<file path="config.mk">
export PLATFORM = sky130hd
export DESIGN_NAME = playfair_digraph_cipher
export DESIGN_NICKNAME = d
export VERILOG_FILES = /design/src/sv/pfdc_pkg.sv /design/src/sv/pfdc_lane.sv /design/src/sv/pfdc_merge.sv /design/src/sv/playfair_digraph_cipher.sv
export VERILOG_INCLUDE_DIRS = /design/src /design/src/sv
export SDC_FILE = /design/constraint.sdc
export NUM_CORES = 1
export LEC_CHECK = 0
export ABC_AREA = 0
export BUFFER_PORTS_ARGS = -buffer_cell sky130_fd_sc_hd__buf_4
export CORE_MARGIN = 4
export CORE_UTILIZATION = 65
export DETAILED_ROUTE_END_ITERATION = 10
export PLACE_DENSITY = 0.82
export SETUP_SLACK_MARGIN = 0.02
export SYNTH_ARGS = -nofsm -noshare
export SYNTH_HDL_FRONTEND = slang
export SYNTH_HIERARCHICAL = 1
export SYNTH_SLANG_ARGS = --single-unit
</file>
<file path="constraint.sdc">
create_clock -name clk_i -period 12.2 [get_ports clk_i]
set_input_delay 1.83 -clock clk_i [delete_from_list [all_inputs] [get_ports clk_i]]
set_output_delay 1.83 -clock clk_i [all_outputs]
set_load 0.02 [all_outputs]
</file>
<file path="src/sv/assert_macros.svh">
// Assertion helpers used by the cipher top level.
`ifndef ASSERT_MACROS_SVH
`define ASSERT_MACROS_SVH

// The consequent must hold in the same cycle as the antecedent.
`define ASSERT_SAME(label, clk, rst_n, ante, cons) \
  label: assert property (@(posedge clk) disable iff (!rst_n) (ante) |-> (cons)) \
    else $error("assertion failed");

// The consequent must hold in the cycle after the antecedent.
`define ASSERT_NEXT(label, clk, rst_n, ante, cons) \
  label: assert property (@(posedge clk) disable iff (!rst_n) (ante) |=> (cons)) \
    else $error("assertion failed");

`endif

</file>
<file path="src/sv/pfdc_pkg.sv">
package pfdc_pkg;

  // Square geometry and special letters.
  localparam int unsigned SIDE    = 5;
  localparam int unsigned CELLS   = 25;
  localparam int unsigned LETTERS = 26;
  localparam logic [4:0] LET_I     = 5'd8;
  localparam logic [4:0] LET_J     = 5'd9;
  localparam logic [4:0] LET_Z     = 5'd25;
  localparam logic [4:0] CELLS_5B  = 5'd25;
  localparam logic [2:0] LAST_IDX  = 3'd4;

  typedef enum logic [2:0] {
    OP_CLEAR  = 3'd0,
    OP_KEY    = 3'd1,
    OP_FINISH = 3'd2,
    OP_ENC    = 3'd3,
    OP_DEC    = 3'd4
  } opcode_e;

  typedef enum logic [1:0] {
    ST_IDLE,
    ST_FILL,
    ST_LOOK,
    ST_RES
  } state_e;

  typedef enum logic [1:0] {
    RULE_ROW,
    RULE_COL,
    RULE_RECT
  } rule_e;

  typedef struct packed {
    logic [2:0] row;
    logic [2:0] col;
  } pos_t;

  typedef struct packed {
    logic [2:0] opcode;
    logic [4:0] first_letter;
    logic [4:0] second_letter;
    logic       pad_second;
  } in_word_t;

  typedef struct packed {
    logic [4:0] out_first;
    logic [4:0] out_second;
    logic       status;
  } out_word_t;

  // Letter codes above z read as z.
  function automatic logic [4:0] sat_letter(logic [4:0] v);
    return (v > LET_Z) ? LET_Z : v;
  endfunction

  // Digraph letter: saturate, then j folds onto i.
  function automatic logic [4:0] map_letter(logic [4:0] v);
    logic [4:0] s;
    s = sat_letter(v);
    return (s == LET_J) ? LET_I : s;
  endfunction

  // One step around a row or column of the square, forward or back.
  function automatic logic [2:0] step5(logic [2:0] v, logic dec);
    logic [2:0] r;
    if (dec) begin
      r = (v == 3'd0) ? LAST_IDX : v - 3'd1;
    end else begin
      r = (v == LAST_IDX) ? 3'd0 : v + 3'd1;
    end
    return r;
  endfunction

  // Linear square index, row times five plus column.
  function automatic logic [4:0] cell_index(pos_t p);
    return ({2'b00, p.row} << 2) + {2'b00, p.row} + {2'b00, p.col};
  endfunction

endpackage

</file>
<file path="src/sv/pfdc_lane.sv">
module pfdc_lane (
  input  pfdc_pkg::pos_t  own_i,
  input  pfdc_pkg::pos_t  other_i,
  input  pfdc_pkg::rule_e rule_i,
  input  logic            dec_i,
  output logic [4:0]      cell_o
);

  // Move this letter's position by the rule that both lanes share.
  always_comb begin
    pfdc_pkg::pos_t tgt;
    tgt = own_i;
    unique case (rule_i)
      pfdc_pkg::RULE_ROW:  tgt.col = pfdc_pkg::step5(own_i.col, dec_i);
      pfdc_pkg::RULE_COL:  tgt.row = pfdc_pkg::step5(own_i.row, dec_i);
      pfdc_pkg::RULE_RECT: tgt.col = other_i.col;
      default:             tgt = own_i;
    endcase
    cell_o = pfdc_pkg::cell_index(tgt);
  end

endmodule

</file>
<file path="src/sv/pfdc_merge.sv">
module pfdc_merge (
  input  pfdc_pkg::pos_t      pos_a_i,
  input  pfdc_pkg::pos_t      pos_b_i,
  output pfdc_pkg::rule_e     rule_o,
  input  logic [4:0]          letter_a_i,
  input  logic [4:0]          letter_b_i,
  input  logic                err_i,
  output pfdc_pkg::out_word_t res_o
);

  // Compare the two lanes' positions; a doubled letter falls under the row rule.
  always_comb begin
    priority if (pos_a_i.row == pos_b_i.row) begin
      rule_o = pfdc_pkg::RULE_ROW;
    end else if (pos_a_i.col == pos_b_i.col) begin
      rule_o = pfdc_pkg::RULE_COL;
    end else begin
      rule_o = pfdc_pkg::RULE_RECT;
    end
  end

  // Join the lanes' letters into one result word; an unfinished key gives zeros.
  always_comb begin
    res_o.out_first  = err_i ? 5'd0 : letter_a_i;
    res_o.out_second = err_i ? 5'd0 : letter_b_i;
    res_o.status     = err_i;
  end

endmodule

</file>
<file path="src/sv/playfair_digraph_cipher.sv">
// Channel | Direction | Word         | Handshake
// in      | input     | in_data_i    | in_valid_i, in_stall_o
// out     | output    | out_data_o   | out_valid_o, out_stall_i
//
// Clear and key-letter words are done on acceptance; a finish word on an unready key
// starts the fill walk over all 26 letters, which places the missing ones, one per cycle.
// An encrypt or decrypt word passes position lookup, square lookup
// in the two letter lanes, then the output register; before the key is finished
// it skips the square lookup. The position and square memories each have two read ports.
// Reset clears the placed flags, fill count and ready flag; no clearing pass.
// A stalled output holds the result in the result state until it drains.
`include "assert_macros.svh"

module playfair_digraph_cipher (
  input  logic                clk_i,
  input  logic                rst_ni,
  input  logic                in_valid_i,
  output logic                in_stall_o,
  input  pfdc_pkg::in_word_t  in_data_i,
  output logic                out_valid_o,
  input  logic                out_stall_i,
  output pfdc_pkg::out_word_t out_data_o
);

  pfdc_pkg::state_e state_q, state_d;

  logic [25:0] placed_q;
  logic [4:0]  fill_q;
  logic [2:0]  fill_row_q, fill_col_q;
  logic        ready_q;
  logic [4:0]  walk_q;

  logic        dec_q, err_q;
  pfdc_pkg::pos_t pos_a_q, pos_b_q;
  logic [4:0]  sq_a_q, sq_b_q;

  logic        out_valid_q;
  pfdc_pkg::out_word_t out_q;

  pfdc_pkg::pos_t pos_mem [pfdc_pkg::LETTERS];
  logic [4:0]     sq_mem  [pfdc_pkg::CELLS];

  logic       accept;
  logic       busy, fill_active, look_active, res_load, out_free;
  logic       place_req, place_en;
  logic [4:0] place_let;
  logic [4:0] let_a, let_b;
  logic       op_clear, op_key, op_finish, op_cipher, op_dec;
  logic       walk_done;

  pfdc_pkg::rule_e     rule;
  logic [4:0]          cell_a, cell_b;
  pfdc_pkg::out_word_t res;

  // Opcode decode of the incoming word.
  always_comb begin
    op_clear  = 1'b0;
    op_key    = 1'b0;
    op_finish = 1'b0;
    op_cipher = 1'b0;
    op_dec    = 1'b0;
    unique case (in_data_i.opcode)
      pfdc_pkg::OP_CLEAR:  op_clear  = 1'b1;
      pfdc_pkg::OP_KEY:    op_key    = 1'b1;
      pfdc_pkg::OP_FINISH: op_finish = 1'b1;
      pfdc_pkg::OP_ENC:    op_cipher = 1'b1;
      pfdc_pkg::OP_DEC: begin
        op_cipher = 1'b1;
        op_dec    = 1'b1;
      end
      default: ;
    endcase
  end

  assign accept    = in_valid_i && !in_stall_o;
  assign out_free  = !out_valid_q || !out_stall_i;
  assign walk_done = (walk_q == pfdc_pkg::LET_Z);

  // Digraph letters after padding and folding of j.
  assign let_a = pfdc_pkg::map_letter(in_data_i.first_letter);
  assign let_b = in_data_i.pad_second ? pfdc_pkg::LET_Z
                                      : pfdc_pkg::map_letter(in_data_i.second_letter);

  // Next state.
  always_comb begin
    state_d = state_q;
    unique case (state_q)
      pfdc_pkg::ST_IDLE: begin
        if (accept && op_finish && !ready_q) begin
          state_d = pfdc_pkg::ST_FILL;
        end else if (accept && op_cipher) begin
          state_d = ready_q ? pfdc_pkg::ST_LOOK : pfdc_pkg::ST_RES;
        end
      end
      pfdc_pkg::ST_FILL: if (walk_done) state_d = pfdc_pkg::ST_IDLE;
      pfdc_pkg::ST_LOOK: state_d = pfdc_pkg::ST_RES;
      pfdc_pkg::ST_RES:  if (out_free) state_d = pfdc_pkg::ST_IDLE;
      default:           state_d = pfdc_pkg::ST_IDLE;
    endcase
  end

  // State outputs.
  always_comb begin
    busy        = 1'b1;
    fill_active = 1'b0;
    look_active = 1'b0;
    res_load    = 1'b0;
    unique case (state_q)
      pfdc_pkg::ST_IDLE: busy        = 1'b0;
      pfdc_pkg::ST_FILL: fill_active = 1'b1;
      pfdc_pkg::ST_LOOK: look_active = 1'b1;
      pfdc_pkg::ST_RES:  res_load    = out_free;
      default:           busy        = 1'b1;
    endcase
  end

  assign in_stall_o = busy;

  // Placement of one letter, from a key word or from the finish walk.
  assign place_req = fill_active || (accept && op_key && !ready_q);
  assign place_let = fill_active ? walk_q : pfdc_pkg::sat_letter(in_data_i.first_letter);
  assign place_en  = place_req && (place_let != pfdc_pkg::LET_J) &&
                     !placed_q[place_let] && (fill_q < pfdc_pkg::CELLS_5B);

  always_ff @(posedge clk_i or negedge rst_ni) begin
    if (!rst_ni) begin
      state_q    <= pfdc_pkg::ST_IDLE;
      placed_q   <= '0;
      fill_q     <= '0;
      fill_row_q <= '0;
      fill_col_q <= '0;
      ready_q    <= 1'b0;
      walk_q     <= '0;
    end else begin
      state_q <= state_d;
      if (accept && op_clear) begin
        placed_q   <= '0;
        fill_q     <= '0;
        fill_row_q <= '0;
        fill_col_q <= '0;
        ready_q    <= 1'b0;
      end else if (place_en) begin
        placed_q[place_let] <= 1'b1;
        fill_q              <= fill_q + 5'd1;
        if (fill_col_q == pfdc_pkg::LAST_IDX) begin
          fill_col_q <= '0;
          fill_row_q <= fill_row_q + 3'd1;
        end else begin
          fill_col_q <= fill_col_q + 3'd1;
        end
      end
      if (accept && op_finish) begin
        walk_q <= '0;
      end else if (fill_active) begin
        walk_q <= walk_q + 5'd1;
      end
      if (fill_active && walk_done) begin
        ready_q <= 1'b1;
      end
    end
  end

  // Letter position memory: written on placement, read for both digraph letters.
  always_ff @(posedge clk_i) begin
    if (place_en) begin
      pos_mem[place_let] <= '{row: fill_row_q, col: fill_col_q};
    end
    if (accept && op_cipher) begin
      pos_a_q <= pos_mem[let_a];
      pos_b_q <= pos_mem[let_b];
      dec_q   <= op_dec;
      err_q   <= !ready_q;
    end
  end

  // Merge stage decides the rule from the two positions.
  pfdc_merge u_merge (
    .pos_a_i    (pos_a_q),
    .pos_b_i    (pos_b_q),
    .rule_o     (rule),
    .letter_a_i (sq_a_q),
    .letter_b_i (sq_b_q),
    .err_i      (err_q),
    .res_o      (res)
  );

  // One lane for each letter of the digraph.
  pfdc_lane u_lane_a (
    .own_i   (pos_a_q),
    .other_i (pos_b_q),
    .rule_i  (rule),
    .dec_i   (dec_q),
    .cell_o  (cell_a)
  );

  pfdc_lane u_lane_b (
    .own_i   (pos_b_q),
    .other_i (pos_a_q),
    .rule_i  (rule),
    .dec_i   (dec_q),
    .cell_o  (cell_b)
  );

  // Square memory: written on placement, read at both lanes' cells.
  always_ff @(posedge clk_i) begin
    if (place_en) begin
      sq_mem[fill_q] <= place_let;
    end
    if (look_active) begin
      sq_a_q <= sq_mem[cell_a];
      sq_b_q <= sq_mem[cell_b];
    end
  end

  // Output register.
  always_ff @(posedge clk_i or negedge rst_ni) begin
    if (!rst_ni) begin
      out_valid_q <= 1'b0;
    end else if (res_load) begin
      out_valid_q <= 1'b1;
    end else if (!out_stall_i) begin
      out_valid_q <= 1'b0;
    end
  end

  always_ff @(posedge clk_i) begin
    if (res_load) begin
      out_q <= res;
    end
  end

  assign out_valid_o = out_valid_q;
  assign out_data_o  = out_q;

  `ASSERT_SAME(a_fill_bound, clk_i, rst_ni, 1'b1, fill_q <= pfdc_pkg::CELLS_5B)
  `ASSERT_SAME(a_ready_full, clk_i, rst_ni, ready_q, fill_q == pfdc_pkg::CELLS_5B)
  `ASSERT_NEXT(a_res_load, clk_i, rst_ni, state_q == pfdc_pkg::ST_RES && out_free, out_valid_q)

endmodule
</file>
==> impl_metrics.tcl <==
set metrics [dict create \
    dieWidth_um 177.1 \
    drive_above_1_share_pct 21.79 \
    rows 61 \
    min_from "placed_q[24]" \
    start_kind "input pin" \
    cts_tree "done" \
    critPathMaxFanout 46 \
    mostFrequentLayoutCells "316 x edfxtp_1, 107 x mux4_2, 99 x nand2_1" \
    async_flop_share_pct 12.71 \
    critPathMaxStageDelay_ns 1.11 \
    dieArea_mm2 0.03136 \
    drtPass1Iterations 6 \
    fin_ws_ns 5.991 \
    cp.required_ns 12.34 \
    r2r_start "pos_b_q[2]" \
    yosysUniqueCellTypes 82 \
    viasPerCell 7.387 \
    synthCells 1304 \
    crit_family "simple AND/OR/NAND/NOR gates" \
    clock_tree.buffer_depth 3 \
    hold_path.class "reg -> reg" \
    grt_pass1_vias 12165 \
    place_area_mm2 0.01902 \
    path_depth 10 \
    cp-end-kind "flip-flop" \
    crit_arrival_ns 6.35 \
    synth-edff-count 316 \
    grt_max_degree 79 \
    tightestPinTransition_ns 1.257 \
    antenna_found_initial 2 \
    hold-path-endpoint "placed_q[24]" \
    final.setup.tns_ns 0 \
    cts_root_buffer "clkbuf_16" \
    cp-startpoint "in_data_i[10]" \
    synth_seq_cells 362 \
    cts.hold.buffers_added 0 \
    grt-ovfl-total 0 \
    syn_area_mm2 0.01858 \
    h-tree-depth 2 \
    final_common_cell "edfxtp_1" \
    num_vias 12625 \
    ff2ff_path_depth 13 \
    drt_iter0_drc 1797 \
    clkSinkCount 362 \
    setup_viol 0 \
    drcViolationCount 0 \
    avgSynthCellArea_um2 14.25 \
    fin_crit_sh_pct 50.89 \
    clkLatencyLatePin_ns 0.53 \
    syn_to_final_growth_pct 8.727 \
    yosys.area.top_type "edfxtp_1" \
    power_leakage_nw 7.226 \
    hpwl_um 30870 \
    dp_worst_setup_slack_ns 5.565 \
    grt_first_pass_wirelength_um 74110 \
    r2r_end "sq_b_q[0]" \
    nFillCells 1765 \
    cts_resized 0 \
    whs_path_depth 1 \
    place.port_buffers 30 \
    ant_nets 0 \
    gp_congestion 0.9208 \
    synthTopCellsByArea "edfxtp_1 51%, mux4_2 13%, dfrtp_1 6.2%" \
    stdcell_area_mm2 0.02020 \
    layout.cells.non_filler 1709 \
    nNetsFinal 1356 \
    hold_slack_ns 0.4861 \
    fmax_mhz 161.1 \
    n_antenna_cell 0 \
    power.total_mw 4.379 \
    path_clk_slew_ns 0.06 \
    peakVddDrop_mv 0.1849 \
    synth_warnings 6 \
    die_h_um 177.1 \
    critical_path_buf_inv_count 3 \
    fp.coreArea_mm2 0.02801 \
    synth_top_area_share_pct 51.07 \
    reg2reg_slack_ns 6.65 \
    slew_headroom_pct 16.01 \
    cts_setup_buffers 0 \
    ios 31 \
    fin_util_pct 72.13 \
    rsz0062_at_grt "false" \
    placedCellCount 1642 \
    status "finished clean" \
    critical_path_class "in -> reg" \
    cts_buffers 37 \
    slew_violations 0 \
    slowest_stage "nor4_1" \
    synthFlopType "edfxtp_1" \
    crit_chain "buf_4, a21boi_4, buf_4, a21oi_4, inv_2, a211oi_1, a2111oi_2, and4_1, nand2_2, nor4_1" \
    finClkSkew_ns 0.02328 \
    wirelength_um 48080 \
    cpMostUsedCell "buf_4" \
    period_minus_slack_ns 6.209 \
    final-hold-violation-count 0 \
    wire_per_inst_um 28.13 \
    maxCapViolCount 0 \
    ys_seq_area_share_pct 57.26 \
    track_usage_pct 31.08 \
    powerDensity_mw_per_mm2 216.7 \
    initial_core_util_pct 66.34 \
]
-- state kept, by name (all words and copies together), names as in the netlist --
signal	cells
dec_q	1
err_q	1
fill_col_q	3
fill_q	5
fill_row_q	3
out_data_o	11
out_valid_o	1
placed_q	26
pos_a_q	6
pos_b_q	6
pos_mem	156
ready_q	1
sq_a_q	5
sq_b_q	5
sq_mem	125
state_q	2
walk_q	5
-- worst max-delay path by stage --
| stage | slack (ns) | end |
|---|---|---|
| 5_1_grt | 5.71 | pos_mem[23][2] |
| 3_3_place_gp | 5.85 | pos_mem[23][0] |
| 3_5_place_dp | 5.57 | pos_mem[23][0] |
| 2_1_floorplan | 7.36 | pos_mem[6][0] |
| 4_1_cts | 6.08 | pos_mem[23][1] |
| 6_report | 5.99 | pos_mem[23][3] |
-- logic make-up (layout without fill, tap and decap cells) --
kind of cell | after synthesis | count (layout) | share of synthesized area, %
simple gates | 358 | 358 | 10.60
mux | 159 | 159 | 15.97
flops | 362 | 362 | 57.26
xor+xnor | 17 | 17 | 0.8013
compound gates | 239 | 239 | 9.569
fa+ha+maj | 36 | 36 | 2.572
buf+inv | 132 | 154 | 3.205
other cells | 1 | 6 | 0.02018
-- power breakdown --
group / internal [mW] / leakage [nW] / switching (mW)
combinational: 0.508 / 3.15 / 0.917
sequential: 1.66 / 3.49 / 0.176
clock: 0.644 / 0.586 / 0.470
total: 2.82 / 7.23 / 1.56
-- metal layers --
layer	global-route usage [%]	up-vias	wire length, um
li1	-	5198	-
met1	43.54	6313	17550
met2	50.51	951	23350
met3	5.533	159	5385
met4	9.994	4	1768
met5	0	-	34
-- synth_stat cells, types with 22 or more instances --
cell type  count
nand3_1       24
dfrtp_1       46
mux4_2       107
and3_1        76
buf_1         23
nor2_1        42
clkbuf_1      42
mux2_2        30
nor3_1        23
edfxtp_1     316
inv_1         38
a211oi_1      62
ha_1          31
nand2_1      100
mux2i_1       22
o21ai_0       41
-- area by class of cell --
| class | instances | area, um^2 | area share, % |
|---|---|---|---|
| sequential | 362 | 10640 | 52.67 |
| multi-input combinational | 815 | 7402 | 36.64 |
| clock buffer | 40 | 937.1 | 4.639 |
| tap | 378 | 473.0 | 2.341 |
| timing repair buffer | 47 | 352.8 | 1.746 |
| clock inverter | 27 | 247.7 | 1.226 |
| inverter | 40 | 150.1 | 0.7432 |
Note: power is estimated with default switching activity, not from simulation.
